## src/design/assert_macros.svh

```systemverilog
// Assertion helpers used by the top-level design file.
`ifndef ASSERT_MACROS_SVH
`define ASSERT_MACROS_SVH

`define ASSERT_CLK(label, clk, rst, prop) \
   label: assert property (@(posedge clk) disable iff (rst) (prop)) \
      else $error("assertion failed");

`define ASSERT_CLK_RST(label, clk, prop) \
   label: assert property (@(posedge clk) (prop)) else $error("assertion failed");

`endif

```

## src/design/sfc_pkg.sv

```systemverilog
package sfc_pkg;

   localparam int PlaneCount = 6;
   localparam int PlaneIdxW  = 3;
   localparam int CoordW     = 28;
   localparam int DeltaW     = 29;
   localparam int NormW      = 12;
   localparam int DotW       = 44;
   localparam int FacW       = 17;
   localparam int QuotW      = 17;
   localparam int ProdW      = DeltaW + FacW + 1;
   localparam int SumW       = CoordW + 2;
   localparam int CountW     = 5;
   localparam int DivSteps   = 16;
   localparam logic [FacW-1:0] FacOne = 17'd65536;

   typedef struct packed {
      logic signed [CoordW-1:0] start_x;
      logic signed [CoordW-1:0] start_y;
      logic signed [CoordW-1:0] start_z;
      logic signed [CoordW-1:0] end_x;
      logic signed [CoordW-1:0] end_y;
      logic signed [CoordW-1:0] end_z;
   } req_payload_type;

   typedef struct packed {
      logic                     visible;
      logic signed [CoordW-1:0] clip_start_x;
      logic signed [CoordW-1:0] clip_start_y;
      logic signed [CoordW-1:0] clip_start_z;
      logic signed [CoordW-1:0] clip_end_x;
      logic signed [CoordW-1:0] clip_end_y;
      logic signed [CoordW-1:0] clip_end_z;
      logic [FacW-1:0]          span_factor;
   } rsp_payload_type;

   typedef struct packed {
      logic                 load;
      logic                 dot;
      logic                 eval;
      logic                 div_start;
      logic                 div_step;
      logic                 merge;
      logic                 use_f1;
      logic                 fin_p1;
      logic                 fin_p2;
      logic [PlaneIdxW-1:0] plane;
      logic [1:0]           axis;
   } sfc_cmd_type;

   typedef struct packed {
      logic need_div;
      logic reject;
      logic div_done;
   } sfc_sts_type;

endpackage

```

## src/design/sfc_control.sv

```systemverilog
module sfc_control (
   input  logic                 clock,
   input  logic                 reset,
   input  logic                 req_valid,
   output logic                 req_ready,
   output logic                 rsp_valid,
   input  logic                 rsp_ready,
   input  sfc_pkg::sfc_sts_type sts,
   output sfc_pkg::sfc_cmd_type cmd
);
   import sfc_pkg::*;

   typedef enum logic [7:0] {
      S_IDLE  = 8'b00000001,
      S_DOT   = 8'b00000010,
      S_EVAL  = 8'b00000100,
      S_DIV   = 8'b00001000,
      S_MERGE = 8'b00010000,
      S_MUL1  = 8'b00100000,
      S_MUL2  = 8'b01000000,
      S_OUT   = 8'b10000000
   } state_type;

   state_type            state_ff, state_in;
   logic [PlaneIdxW-1:0] plane_ff, plane_in;
   logic [1:0]           axis_ff, axis_in;
   logic                 ph_ff, ph_in;
   logic                 last_plane;

   assign last_plane = (plane_ff == PlaneIdxW'(PlaneCount - 1));
   assign req_ready  = (state_ff == S_IDLE);
   assign rsp_valid  = (state_ff == S_OUT);

   always_comb begin
      state_in = state_ff;
      plane_in = plane_ff;
      axis_in  = axis_ff;
      ph_in    = 1'b0;
      cmd      = '0;
      cmd.plane = plane_ff;
      cmd.axis  = axis_ff;
      unique case (state_ff)
         S_IDLE: begin
            if (req_valid) begin
               cmd.load = 1'b1;
               plane_in = '0;
               state_in = S_DOT;
            end
         end
         S_DOT: begin
            cmd.dot  = 1'b1;
            state_in = S_EVAL;
         end
         S_EVAL: begin
            cmd.eval = 1'b1;
            if (sts.reject) begin
               state_in = S_OUT;
            end else if (sts.need_div) begin
               cmd.div_start = 1'b1;
               state_in = S_DIV;
            end else if (last_plane) begin
               axis_in  = '0;
               state_in = S_MUL1;
            end else begin
               plane_in = plane_ff + 1'b1;
               state_in = S_DOT;
            end
         end
         S_DIV: begin
            if (sts.div_done) state_in = S_MERGE;
            else cmd.div_step = 1'b1;
         end
         S_MERGE: begin
            cmd.merge = 1'b1;
            if (last_plane) begin
               axis_in  = '0;
               state_in = S_MUL1;
            end else begin
               plane_in = plane_ff + 1'b1;
               state_in = S_DOT;
            end
         end
         S_MUL1: begin
            ph_in = !ph_ff;
            cmd.use_f1 = 1'b1;
            cmd.fin_p1 = ph_ff;
            if (sts.reject) state_in = S_OUT;
            else if (ph_ff) begin
               if (axis_ff == 2'd2) begin
                  axis_in  = '0;
                  state_in = S_MUL2;
               end else axis_in = axis_ff + 1'b1;
            end
         end
         S_MUL2: begin
            ph_in = !ph_ff;
            cmd.fin_p2 = ph_ff;
            if (ph_ff) begin
               if (axis_ff == 2'd2) state_in = S_OUT;
               else axis_in = axis_ff + 1'b1;
            end
         end
         S_OUT: begin
            if (rsp_ready) state_in = S_IDLE;
         end
         default: state_in = S_IDLE;
      endcase
   end

   always_ff @(posedge clock) begin
      if (reset) begin
         state_ff <= S_IDLE;
         plane_ff <= '0;
         axis_ff  <= '0;
         ph_ff    <= 1'b0;
      end else begin
         state_ff <= state_in;
         plane_ff <= plane_in;
         axis_ff  <= axis_in;
         ph_ff    <= ph_in;
      end
   end

endmodule
```

## config.mk

```make
export PLATFORM = sky130hd
export DESIGN_NAME = sfc_control
export DESIGN_NICKNAME = d
export VERILOG_FILES = /design/src/design/assert_macros.svh /design/src/design/sfc_pkg.sv /design/src/design/sfc_control.sv
export SDC_FILE = /design/constraint.sdc
export NUM_CORES = 1
export LEC_CHECK = 0
export ABC_AREA = 1
export BUFFER_PORTS_ARGS = -buffer_cell sky130_fd_sc_hd__buf_4
export CELL_PAD_IN_SITES_DETAIL_PLACEMENT = 1
export CELL_PAD_IN_SITES_GLOBAL_PLACEMENT = 1
export CORE_MARGIN = 2
export CORE_UTILIZATION = 38
export CTS_BUF_LIST = sky130_fd_sc_hd__clkbuf_8
export CTS_CLUSTER_SIZE = 10
export DETAILED_ROUTE_END_ITERATION = 7
export GPL_ROUTABILITY_DRIVEN = 0
export PLACE_DENSITY_LB_ADDON = 0.1
export SLEW_MARGIN = 20
export SYNTH_ARGS = -nofsm -noshare
export SYNTH_HDL_FRONTEND = slang
export SYNTH_SLANG_ARGS = --single-unit
export TNS_END_PERCENT = 5
```

## constraint.sdc

```tcl
create_clock -name clock -period 2 [get_ports clock]
set_clock_uncertainty 0.2 [all_clocks]
set_input_delay 0.4 -clock clock [delete_from_list [all_inputs] [get_ports clock]]
set_output_delay 0.4 -clock clock [all_outputs]
set_load 0.02 [all_outputs]
```

Yosys cells after proc, flatten, opt, wreduce, memory -nomap -nowiden
Cells that the tools add are included.
{"block": "classes", "addsub": 2, "eq_ne": 22, "muxes": 37, "bitwise_logic": 1, "reduce_logical": 8}
{"cell": "2-to-1 mux 8 bit", "count": 10}
{"cell": "case mux 8 bit (8 select lines)", "count": 1}
{"cell": "2-to-1 mux 2 bit", "count": 10}
{"cell": "!= test 2 bit, second input constant", "count": 9}
{"cell": "AND reduction 7 bit", "count": 2}
{"cell": "2-to-1 mux 3 bit", "count": 4}
{"cell": "2-to-1 mux 1 bit", "count": 9}
{"cell": "case mux 3 bit (3 select lines)", "count": 1}
{"cell": "equality test 8 x 1 -> 1 bit, second input constant", "count": 1}
{"cell": "equality test 8 x 2 -> 1 bit, second input constant", "count": 1}
{"cell": "equality test 8 x 3 -> 1 bit, second input constant", "count": 1}
{"cell": "equality test 8 x 4 -> 1 bit, second input constant", "count": 1}
{"cell": "equality test 8 x 5 -> 1 bit, second input constant", "count": 1}
{"cell": "equality test 8 x 6 -> 1 bit, second input constant", "count": 1}
{"cell": "equality test 8 x 7 -> 1 bit, second input constant", "count": 1}
{"cell": "equality test 8 bit, second input constant", "count": 1}
{"cell": "case mux 2 bit (4 select lines)", "count": 1}
{"cell": "2-to-1 mux 6 bit", "count": 1}
{"cell": "!= test 3 bit, second input constant", "count": 2}
{"cell": "AND reduction 4 bit", "count": 1}
{"cell": "nonzero test 4 bit", "count": 1}
{"cell": "OR reduction 2 bit", "count": 2}
{"cell": "adder 3 x 1 -> 3 bit, second input constant", "count": 1}
{"cell": "equality test 3 bit, second input constant", "count": 1}
{"cell": "other kinds (6)", "count": 6}
{"block": "word_totals", "regBits": 14, "input_bits": 7, "out_inout_bits": 16, "elab_cells": 74}

Logic depth before layout (Yosys ltp)
Gate-level depths: netlist (run 1).
{"block": "depth", "depth_word": 5, "ltp_mapped": 11, "ltp_nobuf": 11}

Worst setup path before layout (run 1)
No wires, ideal clock.
{"block": "synth_path", "kind": "register to output", "startpoint": "register state_ff[1]", "endpoint": "output rsp_valid", "arrival_ns": 1.210, "t_required_ns": 1.400, "path_slack_ns": 0.190, "path_stages_with_launch": 4, "path_buffers": 0, "path_cell_list": "dfxtp_1 -> nor2_2 -> nand2_4 -> nor4_1"}
{"block": "synth_between", "elab_chain_len": 1}
{"item": "start, declared", "line": "sfc_control.sv:24", "rtl": "state_type state_ff, state_in;"}
{"item": "start signal, assigned", "line": "sfc_control.sv:117", "rtl": "state_ff <= state_in;"}
{"item": "equality test 8 bit", "line": "sfc_control.sv:32", "rtl": "assign rsp_valid = (state_ff == S_OUT);"}
{"item": "end, declared", "line": "sfc_control.sv:6", "rtl": "output logic rsp_valid,"}
Every way passes these cells.

==> results.cfg, run 1 <==
[setup_path]
critPathBufInv = 3
critPathSlowestCell = dfxtp_1
crit_path_frequent_cell = nor2_2
worstSetupEndpointType = output pin
cp_max_fo = 6
crit_family = simple AND/OR/NAND/NOR gates
criticalPathCategory = reg2out
slowest_delay_ps = 340
arrival_ps = 1380
path_cells = nor2_2 > nand2_2 > inv_4 > nand2_4 > nor2_2 > nand2_1 > inv_1 > buf_4
r2r_slack_ps = 240
critPathLaunchType = flip-flop
required_ps = 1400

[outcome]
outcome = completed

[final_layout]
fin_area_um2 = 1360
fin_nets = 201
final_cell_mix = nand2_1 (27), buf_4 (26), inv_1 (25)
synthToLayoutAreaGrowth_pct = 32.2
diodes = 0
final_common_cell = nand2_1
drive_above_1_share_pct = 35.6
final_core_util_pct = 53.8

[floorplan]
num_rows = 18
die_area_um2 = 3130
core_area_um2 = 2520
die_x_um = 56.0
die_h_um = 56.0
start_util_pct = 40.7
pin_count = 23

[placement]
io_buffers = 22
dp_slack_ps = 209
dp_hpwl_mm = 2.34
placed_area_um2 = 1220

[timing]
min_period_ps = 1980
whs_ps = 225
final-setup-viol-count = 0
drv_slew = 0
slew-limit-headroom_pct = 83.9
tightest_slew_ps = 240
hold_viol = 0
rsz0062_at_grt = yes
max_freq_mhz = 505
worst_slack_ps = 18.0
post-route-period-util_pct = 99.1

[power_and_ir_drop]
switching_share_pct = 33.8
clkPwrFrac_pct = 34.9
powerDensity_nw_per_um2 = 615
pwr-share-seq_pct = 36.8
ir_worst_vdd_v = 0.000437
internal_power_w = 0.000552
p_sw_w = 0.000282
power_leakage_nw = 0.692
comb_power_share_pct = 28.3

[drt]
drt_iter0_drc = 25
drcViolationCount = 0
drt_pass1_iterations = 4
vias = 1100
wl_per_cell_um = 14.3
wl_mm = 3.11
postRouteAntennaNets = 0
viasPerCell = 5.05

[clock_network]
htreeDepth = 1
clk_pin_slew_ps = 60
root_buffer = clkbuf_8
clockBufferDepth = 2
clock_latency_ps = 250
cts_buffers = 3
cts_sinks = 14
tritoncts = done

[min_path]
hp-class = in2reg

[grt]
grt_max_degree = 13
antenna_found_initial = 0
track_usage_pct = 20.7
grt_pass1_wl_mm = 5.00
grt_pass1_vias = 1101
grt-ovfl-total = 0

[yosys]
synth_cell_types = 24
synth_top_area_cell = dfxtp_1
syn-num-nets = 172
yosys-top-cells-area = dfxtp_1 (27%), nand2_1 (11%), inv_1 (9.5%)
ys_warn_count = 0
synth_seq_area_share_pct = 27.3
synth.top_cell.area_share_pct = 27.3
syn_avg_cell_area_um2 = 6.41
synth_seq_cells = 14
postSynthCellCount = 160
syn_area_um2 = 1030

[run]
cap_viol_max_count = 0
registers in the layout, indices dropped and copies added, names as in the netlist:
signal	count
ph_ff	1
state_ff	8
axis_ff	2
plane_ff	3
cell usage after synthesis:
cell	number
buf_4	1
a22o_1	1
dfxtp_1	14
a21oi_1	8
nor2_1	22
nor4_1	1
nand3_1	16
o21ai_1	3
nor2_4	3
inv_2	4
nor2_2	6
nand2_1	29
nor3_1	4
ha_1	5
nand2_4	3
inv_1	26
clkbuf_1	1
or2_2	1
nand3_2	2
nand2_2	5
nand4_1	1
xor2_1	1
o21ai_0	1
o211ai_1	2
worst paths after layout:
path,from,end,cells past startpoint
max,state_ff[4],cmd[10],8
min,reset,state_ff[2],2
max reg2reg,plane_ff[1],plane_ff[1],10
min reg2reg,plane_ff[2],plane_ff[2],2
metrics by stage:
stage | instances | TNS (ps) | total power (W)
floorplan | 160 | 0 | 0.000449
global placement | 210 | 0 | 0.000508
detailed placement | 210 | 0 | 0.000515
CTS | 215 | -62.9 | 0.000812
global route | 218 | -314 | 0.000882
finish | 218 | 0 | 0.000833
timing repair:
action	in CTS	in global routing
gates resized for setup	2	16
pin swaps	1	4
hold buffers	0	0
endpoints found under the hold margin	0	0
endpoints found under the setup margin	4	7
setup buffers	1	3
metal layers:
layer  GRT usage (%)  vias up  share of wire, %
met5               0        -                 0
met4            7.48        0               1.4
met3            3.26        4               2.3
met2            37.1       14                53
met1            24.6      530                43
li1                -      552                 -
area by class of cell:
cell class	instances	area (um^2)
inverters	30	115
repair buffers	26	195
well taps	30	37.5
flip-flops and latches	14	284
multi-input cells	114	669
fillers	348	1170
clock buffers	4	55.1
power by group through the flow:
| stage | sequential (W) | clock (W) | combinational [W] |
|---|---|---|---|
| floorplan | 0.000304 | 0 | 0.000145 |
| global placement | 0.000305 | 0 | 0.000204 |
| detailed placement | 0.000306 | 0 | 0.000209 |
| CTS | 0.000300 | 0.000287 | 0.000225 |
| global route | 0.000308 | 0.000316 | 0.000257 |
| finish | 0.000307 | 0.000291 | 0.000236 |
kinds of logic (layout without fill, tap and decap cells):
kind of cell	after synthesis	in the layout	synth area share, %
AO/OA/AOI/OAI	15	15	8.17
XOR/XNOR	1	1	0.854
adder cells (fa/ha/maj)	5	5	6.10
buffers and inverters	32	60	12.1
flip-flops	14	14	27.3
AND/OR/NAND/NOR	93	93	45.5
No activity file was read; power rests on OpenSTA's default activity.
==> run 2, diff against run 1 <==
Settings changed: ABC_AREA 1 to not set, CORE_UTILIZATION 38 to 40, PLACE_DENSITY set to 0.91, PLACE_DENSITY_LB_ADDON 0.1 to not set.
==> run 2 against run 1 <==
  * The run now ends with negative setup slack left
  * Synthesized area is 0.98% lower
  * Clock power is 3% lower
  * Flip-flop and latch count is the same
  * Die area shrank 5.5%
  * Final cell count is 3.7% lower
  * Sequential share of layout area down 3.6 points
  * Worst hold slack better by 16 ps
  * Via count increased by 14%
  * Sequential power barely moved
==> results.cfg, run 2 <==
[final_layout]
synthToLayoutAreaGrowth_pct = 61.0
top_regs = state_ff (8), plane_ff (3), axis_ff (2)
fillCellCount = 292
fin_nets = 193
final_common_cell = buf_4
final_core_util_pct = 67.2
largest_register = state_ff
largest_reg_flops = 8
diodes = 0
fin_area_um2 = 1640
final_cell_mix = buf_4 (53), nor2_1 (16), dfxtp_1 (11)
drive_above_1_share_pct = 51.7

[power_and_ir_drop]
ir_worst_vdd_v = 0.000451
power_leakage_nw = 0.793
powerDensity_nw_per_um2 = 562

[drt]
wl_per_cell_um = 22.7
postRouteAntennaNets = 0
wl_mm = 4.76
viasPerCell = 5.98
drt_pass1_iterations = 4
drt_iter0_drc = 40
drcViolationCount = 0
vias = 1255

[floorplan]
die_x_um = 54.4
die_h_um = 54.4
core_area_um2 = 2430
start_util_pct = 41.8
num_rows = 18
pin_count = 23
die_area_um2 = 2960

[clock_network]
clockBufferDepth = 2
cts_buffers = 3
clock_latency_ps = 250
clk_pin_slew_ps = 60
htreeDepth = 1
root_buffer = clkbuf_8
cts_sinks = 14
tritoncts = done

[placement]
placed_area_um2 = 1450
dp_hpwl_mm = 3.17
io_buffers = 22

[min_path]
hp-class = in2reg
hp-start = reset

[yosys]
yosys-top-cells-area = dfxtp_1 (28%), nor2_1 (6.7%), ha_1 (6.2%)
synthMostInstantiatedCell = nor2_1
synthTopCellsByCount = nor2_1 (18), dfxtp_1 (14), nand2b_1 (6), nor3_1 (6)
synthFlopType = dfxtp_1
syn_area_um2 = 1020
synth_cell_types = 45
syn_avg_cell_area_um2 = 8.26
ys_warn_count = 0
synth.top_cell.area_share_pct = 27.6
synth_seq_area_share_pct = 27.6
postSynthCellCount = 123
synth_top_area_cell = dfxtp_1
synth_seq_cells = 14
synth_edf_count = 0
syn-num-nets = 135
async_reset_ff_share_pct = 0

[setup_path]
startpoint = state_ff[1]
worstSetupEndpointType = output pin
r2r-start = state_ff[1]
criticalPathCategory = reg2out
arrival_ps = 1850
critPathLaunchType = flip-flop
required_ps = 1400
cp_max_fo = 5

[timing]
hold_viol = 0
tightest_slew_ps = 446
drv_slew = 0
slew-limit-headroom_pct = 70.3
rsz0062_at_grt = yes
post-route-period-util_pct = 123
min_period_ps = 2450
final-setup-viol-count = 18
max_freq_mhz = 407
worst_slack_ps = -454

[grt]
grt-ovfl-total = 0
antenna_found_initial = 0
grt_max_degree = 15
grt_pass1_wl_mm = 6.91
track_usage_pct = 34.5
grt_pass1_vias = 1353

[outcome]
violations = negative setup slack
outcome = complete, but fails checks

[run]
cap_viol_max_count = 0
-- run 2: worst paths after layout --
kind	to	slack, ps	cells past startpoint
max	cmd[6]	-450	5
max reg2reg	axis_ff[1]	-400	5
min reg2reg	plane_ff[1]	320	1
min	state_ff[1]	240	2
-- run 2: worst max-delay path: stages, from the launching register on --
cell	delay (ps)
dfxtp_2	350
or4_4	590
or3_4	360
inv_2	70
and2_4	130
buf_6	110
-- run 2: final cells by class --
class                      instances  area, um^2  share of cell area (%)
clock buffer                       4        55.1                    3.37
inverter                           5        18.8                    1.15
tap                               30        37.5                    2.30
timing repair buffer              60         477                    29.2
multi-input combinational         97         763                    46.7
sequential                        14         284                    17.4
-- run 2: what timing repair did --
item,CTS,global route
gates resized for setup,22,7
setup endpoints to repair,20,22
pin swaps,7,2
buffers inserted,2,0
hold buffers,0,0
-- run 2: logic make-up (layout without fill, tap and decap cells) --
| kind of cell | count (synthesis) | in the layout | synth area share, % |
|---|---|---|---|
| buffers and inverters | 12 | 69 | 6.16 |
| muxes | 2 | 2 | 2.22 |
| DFF | 14 | 14 | 27.6 |
| AOI/OAI and AO/OA | 24 | 24 | 18.1 |
| adders and majority gates | 5 | 5 | 6.16 |
| and+or+nand+nor | 65 | 65 | 38.9 |
| xor gates and xnor gates | 1 | 1 | 0.862 |
-- run 2: metal layers --
metal / GRT usage [%] / vias up / share of wire, %
met2: 63.9 / 59 / 52
met4: 22.1 / 0 / 5.5
met3: 6.83 / 27 / 4.2
met5: 0 / - / 0
li1: - / 562 / -
met1: 34.7 / 607 / 38
-- run 2: power breakdown --
part           switching, W  internal [W]  leakage, nW  total (W)
clock network      0.000109      0.000174       0.0288   0.000283
registers         0.0000159      0.000290        0.115   0.000306
logic              0.000167      0.000163        0.650   0.000329
-- run 2: through the flow --
stage          total power (W)  hold WS [ps]  worst slack (ps)  TNS [ps]  std cells
2_1_floorplan         0.000449           281              -296     -1320        123
3_3_place_gp          0.000558           291              -223      -925        204
3_5_place_dp          0.000577           309              -315     -1730        204
4_1_cts               0.000897           234              -439     -4010        210
5_1_grt               0.000952           251              -520     -5390        210
6_report              0.000919           241              -454     -4190        210
